## src/modular_exponentiation_macros.svh

```systemverilog
// ----------------------------------------------------------------------------
// Modular exponentiation assertion macros
// Shared concurrent assertion forms, clocked on aclk, off during reset.
// ----------------------------------------------------------------------------
`ifndef MODULAR_EXPONENTIATION_MACROS_SVH
`define MODULAR_EXPONENTIATION_MACROS_SVH

// same-cycle implication
`define MEXP_ASSERT_NOW(lbl, ante, cons, msg) \
    lbl: assert property (@(posedge aclk) disable iff (!aresetn) (ante) |-> (cons)) \
        else $error(msg);

// next-cycle implication
`define MEXP_ASSERT_NEXT(lbl, ante, cons, msg) \
    lbl: assert property (@(posedge aclk) disable iff (!aresetn) (ante) |=> (cons)) \
        else $error(msg);

`endif

```

## src/mexp_pkg.sv

```systemverilog
// ----------------------------------------------------------------------------
// Modular exponentiation package
// Widths, register map and the request/response types of the shared
// multiply-reduce unit.
// ----------------------------------------------------------------------------
package mexp_pkg;

    localparam int MOD_BITS             = 31;
    localparam int PROD_BITS            = 2 * MOD_BITS;
    localparam int RED_STEPS            = PROD_BITS / 2;
    localparam int RED_CNT_BITS         = $clog2(RED_STEPS);
    localparam int OPERAND_BITS_DEFAULT = 31;

    localparam int S_TDATA_BITS = 64;
    localparam int M_TDATA_BITS = 32;

    localparam int APB_ADDR_BITS = 3;
    localparam int APB_DATA_BITS = 32;

    localparam logic REG_MODULUS = 1'b0;

    typedef struct packed {
        logic                start;
        logic [MOD_BITS-1:0] op_a;
        logic [MOD_BITS-1:0] op_b;
        logic [MOD_BITS-1:0] modulus;
    } mexp_mul_req_t;

    typedef struct packed {
        logic                busy;
        logic                done;
        logic [MOD_BITS-1:0] value;
    } mexp_mul_rsp_t;

endpackage

```

## src/mexp_mulmod.sv

```systemverilog
// ----------------------------------------------------------------------------
// Modular multiply unit
// One registered 31x31 product, then a restoring reduction that retires two
// product bits per cycle against the modulus.
// ----------------------------------------------------------------------------
module mexp_mulmod (
    input  logic                   aclk,
    input  logic                   aresetn,
    input  mexp_pkg::mexp_mul_req_t req,
    output mexp_pkg::mexp_mul_rsp_t rsp
);
    import mexp_pkg::*;

    logic                    busy_reg, busy_next;
    logic                    done_reg, done_next;
    logic [RED_CNT_BITS-1:0] cnt_reg, cnt_next;
    logic [PROD_BITS-1:0]    prod_reg, prod_next;
    logic [MOD_BITS-1:0]     rem_reg, rem_next;

    logic [MOD_BITS:0]   r1, r2, n_ext;
    logic [MOD_BITS-1:0] s1, s2;

    always_comb begin
        n_ext = {1'b0, req.modulus};
        r1    = {rem_reg, prod_reg[PROD_BITS-1]};
        s1    = (r1 >= n_ext) ? MOD_BITS'(r1 - n_ext) : r1[MOD_BITS-1:0];
        r2    = {s1, prod_reg[PROD_BITS-2]};
        s2    = (r2 >= n_ext) ? MOD_BITS'(r2 - n_ext) : r2[MOD_BITS-1:0];
    end

    always_comb begin
        busy_next = busy_reg;
        done_next = 1'b0;
        cnt_next  = cnt_reg;
        prod_next = prod_reg;
        rem_next  = rem_reg;
        if (req.start && !busy_reg) begin
            busy_next = 1'b1;
            cnt_next  = '0;
            prod_next = PROD_BITS'(req.op_a) * PROD_BITS'(req.op_b);
            rem_next  = '0;
        end else if (busy_reg) begin
            rem_next  = s2;
            prod_next = prod_reg << 2;
            cnt_next  = cnt_reg + 1'b1;
            if (cnt_reg == RED_CNT_BITS'(RED_STEPS - 1)) begin
                busy_next = 1'b0;
                done_next = 1'b1;
            end
        end
    end

    always_ff @(posedge aclk) begin
        if (!aresetn) begin
            busy_reg <= 1'b0;
            done_reg <= 1'b0;
            cnt_reg  <= '0;
        end else begin
            busy_reg <= busy_next;
            done_reg <= done_next;
            cnt_reg  <= cnt_next;
        end
        prod_reg <= prod_next;
        rem_reg  <= rem_next;
    end

    assign rsp.busy  = busy_reg;
    assign rsp.done  = done_reg;
    assign rsp.value = rem_reg;

endmodule

```

## src/modular_exponentiation.sv

```systemverilog
// ----------------------------------------------------------------------------
// Modular exponentiation
// Returns base_value ** exponent mod modulus by right-to-left square-and-
// multiply. Input words on s_* (base, exponent), result words on m_*; the
// modulus is written over the APB port; the user must write it only while the
// block is idle, as the block itself does not enforce this.
// Every multiply and square runs on the shared multiply-reduce unit: a start
// that registers the product, a reduction of all 62 product bits at two bits
// per step, and a done that may start the next multiply.
// s_tready is high only while no item is in work.
// Reset clears the sequencer and the output valid flag and sets the modulus to 1.
// A finished result waits in the output register while m_tready is low; a
// new item may be taken meanwhile and finishes once that register is free.
// ----------------------------------------------------------------------------
`include "modular_exponentiation_macros.svh"

module modular_exponentiation #(
    parameter int OPERAND_BITS = mexp_pkg::OPERAND_BITS_DEFAULT
) (
    input  logic                               aclk,
    input  logic                               aresetn,
    // s_tdata: base_value[30:0], exponent[61:31], zero[63:62]
    input  logic                               s_tvalid,
    output logic                               s_tready,
    input  logic [mexp_pkg::S_TDATA_BITS-1:0]  s_tdata,
    // m_tdata: power_result[30:0], zero[31]
    output logic                               m_tvalid,
    input  logic                               m_tready,
    output logic [mexp_pkg::M_TDATA_BITS-1:0]  m_tdata,
    input  logic                               psel,
    input  logic                               penable,
    input  logic                               pwrite,
    input  logic [mexp_pkg::APB_ADDR_BITS-1:0] paddr,
    input  logic [mexp_pkg::APB_DATA_BITS-1:0] pwdata,
    output logic [mexp_pkg::APB_DATA_BITS-1:0] prdata,
    output logic                               pready
);
    import mexp_pkg::*;

    localparam logic [2:0] ST_IDLE  = 3'd0;
    localparam logic [2:0] ST_CHECK = 3'd1;
    localparam logic [2:0] ST_MUL   = 3'd2;
    localparam logic [2:0] ST_SQR   = 3'd3;
    localparam logic [2:0] ST_DONE  = 3'd4;

    localparam logic [MOD_BITS-1:0] OPERAND_MASK = MOD_BITS'((64'd1 << OPERAND_BITS) - 64'd1);
    localparam logic [MOD_BITS-1:0] ONE          = MOD_BITS'(1);

    logic [2:0]              state_reg, state_next;
    logic [MOD_BITS-1:0]     acc_reg, acc_next;
    logic [MOD_BITS-1:0]     base_reg, base_next;
    logic [OPERAND_BITS-1:0] exp_reg, exp_next;
    logic                    m_tvalid_reg, m_tvalid_next;
    logic [MOD_BITS-1:0]     m_data_reg, m_data_next;
    logic [MOD_BITS-1:0]     modulus_reg;

    logic [MOD_BITS-1:0] n_eff;
    logic                s_accept;
    logic                out_free;
    mexp_mul_req_t       mul_req;
    mexp_mul_rsp_t       mul_rsp;

    assign pready = 1'b1;
    assign prdata = (paddr[2] == REG_MODULUS) ? APB_DATA_BITS'(modulus_reg) : '0;

    always_ff @(posedge aclk) begin
        if (!aresetn) begin
            modulus_reg <= ONE;
        end else if (psel && penable && pwrite && pready && paddr[2] == REG_MODULUS) begin
            modulus_reg <= pwdata[MOD_BITS-1:0];
        end
    end

    assign n_eff    = (modulus_reg == '0) ? ONE : modulus_reg;
    assign s_tready = (state_reg == ST_IDLE);
    assign s_accept = s_tvalid && s_tready;
    assign out_free = !m_tvalid_reg || m_tready;

    always_comb begin
        state_next    = state_reg;
        acc_next      = acc_reg;
        base_next     = base_reg;
        exp_next      = exp_reg;
        m_tvalid_next = m_tvalid_reg && !m_tready;
        m_data_next   = m_data_reg;
        mul_req.start   = 1'b0;
        mul_req.op_a    = base_reg;
        mul_req.op_b    = base_reg;
        mul_req.modulus = n_eff;
        case (state_reg)
            ST_IDLE: begin
                if (s_accept) begin
                    acc_next   = ONE;
                    base_next  = s_tdata[MOD_BITS-1:0] & OPERAND_MASK;
                    exp_next   = s_tdata[MOD_BITS +: OPERAND_BITS];
                    state_next = ST_CHECK;
                end
            end
            ST_CHECK: begin
                if (exp_reg == '0) begin
                    state_next = ST_DONE;
                end else begin
                    mul_req.start = 1'b1;
                    if (exp_reg[0]) begin
                        mul_req.op_a = acc_reg;
                        state_next   = ST_MUL;
                    end else begin
                        state_next   = ST_SQR;
                    end
                end
            end
            ST_MUL: begin
                if (mul_rsp.done) begin
                    acc_next = mul_rsp.value;
                    if ((exp_reg >> 1) == '0) begin
                        exp_next   = '0;
                        state_next = ST_DONE;
                    end else begin
                        mul_req.start = 1'b1;
                        state_next    = ST_SQR;
                    end
                end
            end
            ST_SQR: begin
                if (mul_rsp.done) begin
                    base_next  = mul_rsp.value;
                    exp_next   = exp_reg >> 1;
                    state_next = ST_CHECK;
                end
            end
            ST_DONE: begin
                if (out_free) begin
                    m_tvalid_next = 1'b1;
                    m_data_next   = acc_reg;
                    state_next    = ST_IDLE;
                end
            end
            default: begin
                state_next = ST_IDLE;
            end
        endcase
    end

    always_ff @(posedge aclk) begin
        if (!aresetn) begin
            state_reg    <= ST_IDLE;
            m_tvalid_reg <= 1'b0;
        end else begin
            state_reg    <= state_next;
            m_tvalid_reg <= m_tvalid_next;
        end
        acc_reg    <= acc_next;
        base_reg   <= base_next;
        exp_reg    <= exp_next;
        m_data_reg <= m_data_next;
    end

    mexp_mulmod u_mulmod (
        .aclk    (aclk),
        .aresetn (aresetn),
        .req     (mul_req),
        .rsp     (mul_rsp)
    );

    assign m_tvalid = m_tvalid_reg;
    assign m_tdata  = M_TDATA_BITS'(m_data_reg);

    `MEXP_ASSERT_NOW(a_busy_blocks_input, mul_rsp.busy, !s_tready, "input taken while unit busy")
    `MEXP_ASSERT_NOW(a_start_when_free, mul_req.start, !mul_rsp.busy, "unit started while busy")
    `MEXP_ASSERT_NOW(a_reduced_value, mul_rsp.done, mul_rsp.value < n_eff, "unreduced product")
    `MEXP_ASSERT_NEXT(a_done_publishes, state_reg == ST_DONE && out_free, m_tvalid && s_tready, "result not published")

endmodule
```

## config.mk

```make
export PLATFORM = sky130hd
export DESIGN_NAME = modular_exponentiation
export DESIGN_NICKNAME = d
export VERILOG_FILES = /design/src/mexp_pkg.sv /design/src/mexp_mulmod.sv /design/src/modular_exponentiation.sv
export VERILOG_INCLUDE_DIRS = /design/src /design/src/src
export SDC_FILE = /design/constraint.sdc
export NUM_CORES = 2
export LEC_CHECK = 0
export ABC_AREA = 1
export BUFFER_PORTS_ARGS = -buffer_cell sky130_fd_sc_hd__buf_4
export CORE_UTILIZATION = 54
export DETAILED_ROUTE_END_ITERATION = 6
export PLACE_DENSITY = 0.76
export SYNTH_ARGS = -nofsm -noshare
export SYNTH_HDL_FRONTEND = slang
export SYNTH_SLANG_ARGS = --single-unit
```

## constraint.sdc

```tcl
create_clock -name aclk -period 16.25 [get_ports aclk]
set_clock_uncertainty 0.1 [all_clocks]
set_input_delay 1.625 -clock aclk [delete_from_list [all_inputs] [get_ports aclk]]
set_output_delay 1.625 -clock aclk [all_outputs]
set_load 0.01 [all_outputs]
```

==> results.md <==
* CP max FO at 17
* Synth Cell Area at around 47000 um^2
* Hold-fix buffers, CTS at 0
* Max_slew headroom at 11.8%
* Total wire length at around 150000 um
* CTS resizes at 0
* Max Slew Vio Count at 0
* Total Routing Usage GR at between 30% and 40%
* Hold endpoint: m_data_reg[13]
* Critical path depth in cells at 32
* Max-Cap Viols at 0
* Critical path's top delay family: adder cells
* Crit path launch type: register
* Initial Util at between 50% and 60%
* Antenna-violating nets left at 0
* Fmax at 100 MHz
* Nets@finish at about 7300
* Crit path largest cell delay at a little under 1 ns
* Detail Placement HPWL at approximately 120000 um
* Synth Flop Type: edfxtp_1
* Area grow syn2layout at 6.99%
* Synth Area in Compound Gates at 5.30%
* GPL Wtd Cong at roughly 1.1
* Top Ports at ~170
* Port Buf Inserts at roughly 160
* XOR/XNOR share of the synthesized area at ~1.3%
* Worst hold slack at about 0.33 ns
* Max clock buf depth at 3
* Initial antenna violation count at 2
* Per-cell routed wire length at approximately 21 um
* Vias in the first global route at about 41000
* CTS tree: built
* Vias at just over 40000
* Util after Layout at 58.6%
* Htree depth at 1
* DRC at 6
* Final Hold Viols at 0
* Worst setup EP type: register
* Initial DRT Pass Iterations at 7
* Post-synthesis simple-gate area fraction at approximately 22%
* Core area at around 86000 um^2
* Setup Viol. Count Final at 0
* Flops & latches, synth at about 260
* Top cell type's share of synthesized area at between 30% and 40%
* Clock net sink count at approximately 260
* Worst path bufs/invs at 9
* Post-synth ARST share at 0%
* Die X at 297 um
* Setup slack, reg-to-reg at 6.28 ns
* Hold Path Class: reg2reg
* Synth area leaders: fa_1, edfxtp_1, nand2_1
* Tightest Pin Transition at 1.32 ns
* Seq/Total Area, Yosys at approximately 15%
* Distinct cell type count of the synthesized netlist at 49
* Layout cells sized above 1 at under 10%
* Vias per Instance at between 5 and 6
* Launching point of the worst reg2reg path: base_reg[27]
* Critical path data required time at around 17 ns
* Largest family of logic cells by synthesized area: adder cells
* Slowest CP cell: edfxtp_1
* Root buffer selected by CTS: clkbuf_16
* Clk_lat worst skew at 0.61 ns
* Pin count of the biggest net entering global routing at 94
* CP Class: reg2reg
* Post-DP Area at 49100 um^2
* Worst R2R End: u_mulmod.prod_reg[44]
* Crit path arrival time at just over 10 ns
* Initial DRC count at about 4000
* Die area at just under 90000 um^2
* Sum Neg Setup Slack at 0 ns
* Hold_sp: acc_reg[13]
* Period utilization at around three fifths
* Failing checks: design-rule violations
* Area share of fa/ha/maj cells after synthesis at 44.4%
* Die height at a little under 300 um
* Post-route design area at about 50000 um^2
* Post-synth EDFFs at ~190
* Post-synthesis mux area share at 0%
* Mapped Cells at between 5000 and 6000
* Worst R2R Path Depth at 32
* Cell mode on critical path: fa_1
* Synth warn at 0
* Max reg flops at a little over 60
* Worst-path clk slew at 0.07 ns
* Post-CTS setup buffers at 0
* GRT overflow at 0
* WHS Path Cells at 0
* Status: finished, violations left
* CTS Buf Count at 29
* Row Count at between 100 and 150
* Clock period minus worst slack at around 10 ns
* First-pass GRT wire length at ~240000 um
* Cell taking the most area after synthesis: fa_1
* Fillers at between 7000 and 8000
* RSZ-0062 raised after global routing: false
* Avg Synthesized Cell Area at ~8 um^2
[cell families (layout without fill, tap and decap cells)]
group                    after synthesis  count (layout)
other                                  2               6
XOR/XNOR                              72              72
AO/OA/AOI/OAI                        464             464
AND/OR/NAND/NOR                     2524            2524
adder cells (fa/ha/maj)             1158            1158
flip-flops                           259             259
buffers and inverters               1504            1548
[worst register-to-register path: cells and delay by family (launching register included)]
| family | cells | cell delay, ns |
|---|---|---|
| flip-flops | 1 | 0.98 |
| buffers and inverters | 9 | 2.03 |
| AO/OA/AOI/OAI | 6 | 1.30 |
| AND/OR/NAND/NOR | 8 | 0.99 |
| adder cells (fa/ha/maj) | 9 | 4.34 |
[routing by layer]
layer	track usage (%)	part of all wire, %	up-vias	wire, um
met5	0	0.013	-	20
met2	58.3	46	2212	70000
met4	21.8	7.5	2	11400
li1	-	-	17996	-
met1	44.1	37	19661	56400
met3	7.52	9.9	557	15200
[cells in the final DEF (no fill, tap or decap), drive strengths merged, types with 17 or more instances in the layout]
cell type  count
nand2       1405
inv         1252
fa           839
nor2         787
ha           319
buf          238
o21ai        231
edfxtp       186
nand3        180
a21oi        170
nand4         78
dfxtp         73
xnor2         50
nor3          32
clkbuf        30
xor2          22
o21bai        17
[metrics by stage]
stage	setup slack, ns	cells
finish	6.28	7175
global route	5.99	7172
CTS	6.53	7172
detailed placement	6.52	7118
global placement	6.59	7118
floorplan	8.75	5984
[layout make-up]
type,instances,area (um^2),area share [%]
Sequential cell,259,7050,14.1
Multi-Input combinational cell,4221,34100,68.1
Tap cell,1144,1430,2.85
Clock inverter,24,292,0.581
Timing Repair Buffer,238,1790,3.56
Clock buffer,30,729,1.45
Inverter,1256,4720,9.41
Antenna cell,3,7.51,0.0150
[worst max path at each step]
stage / to / slack [ns] / start
after detailed placement: u_mulmod.prod_reg[44] / 6.52 / base_reg[27]
after global routing: u_mulmod.prod_reg[44] / 5.99 / base_reg[27]
final: u_mulmod.prod_reg[44] / 6.28 / base_reg[27]
after global placement: u_mulmod.prod_reg[44] / 6.59 / base_reg[27]
after floorplan: u_mulmod.prod_reg[33] / 8.75 / exp_reg[0]
after CTS: u_mulmod.prod_reg[44] / 6.53 / base_reg[27]
[Yosys cell counts (all sizes together), types with 32 or more instances]
cell type and instances:
nand2 1405, buf 78, inv 1247, nor3 32, xnor2 50, fa 839
edfxtp 186, nand3 180, a21oi 170, clkbuf 170, o21ai 231, dfxtp 73
nand4 78, nor2 787, ha 319
Power is not shown: default switching activity piles up to over one toggle a cycle in this logic, so the estimate is an artifact.
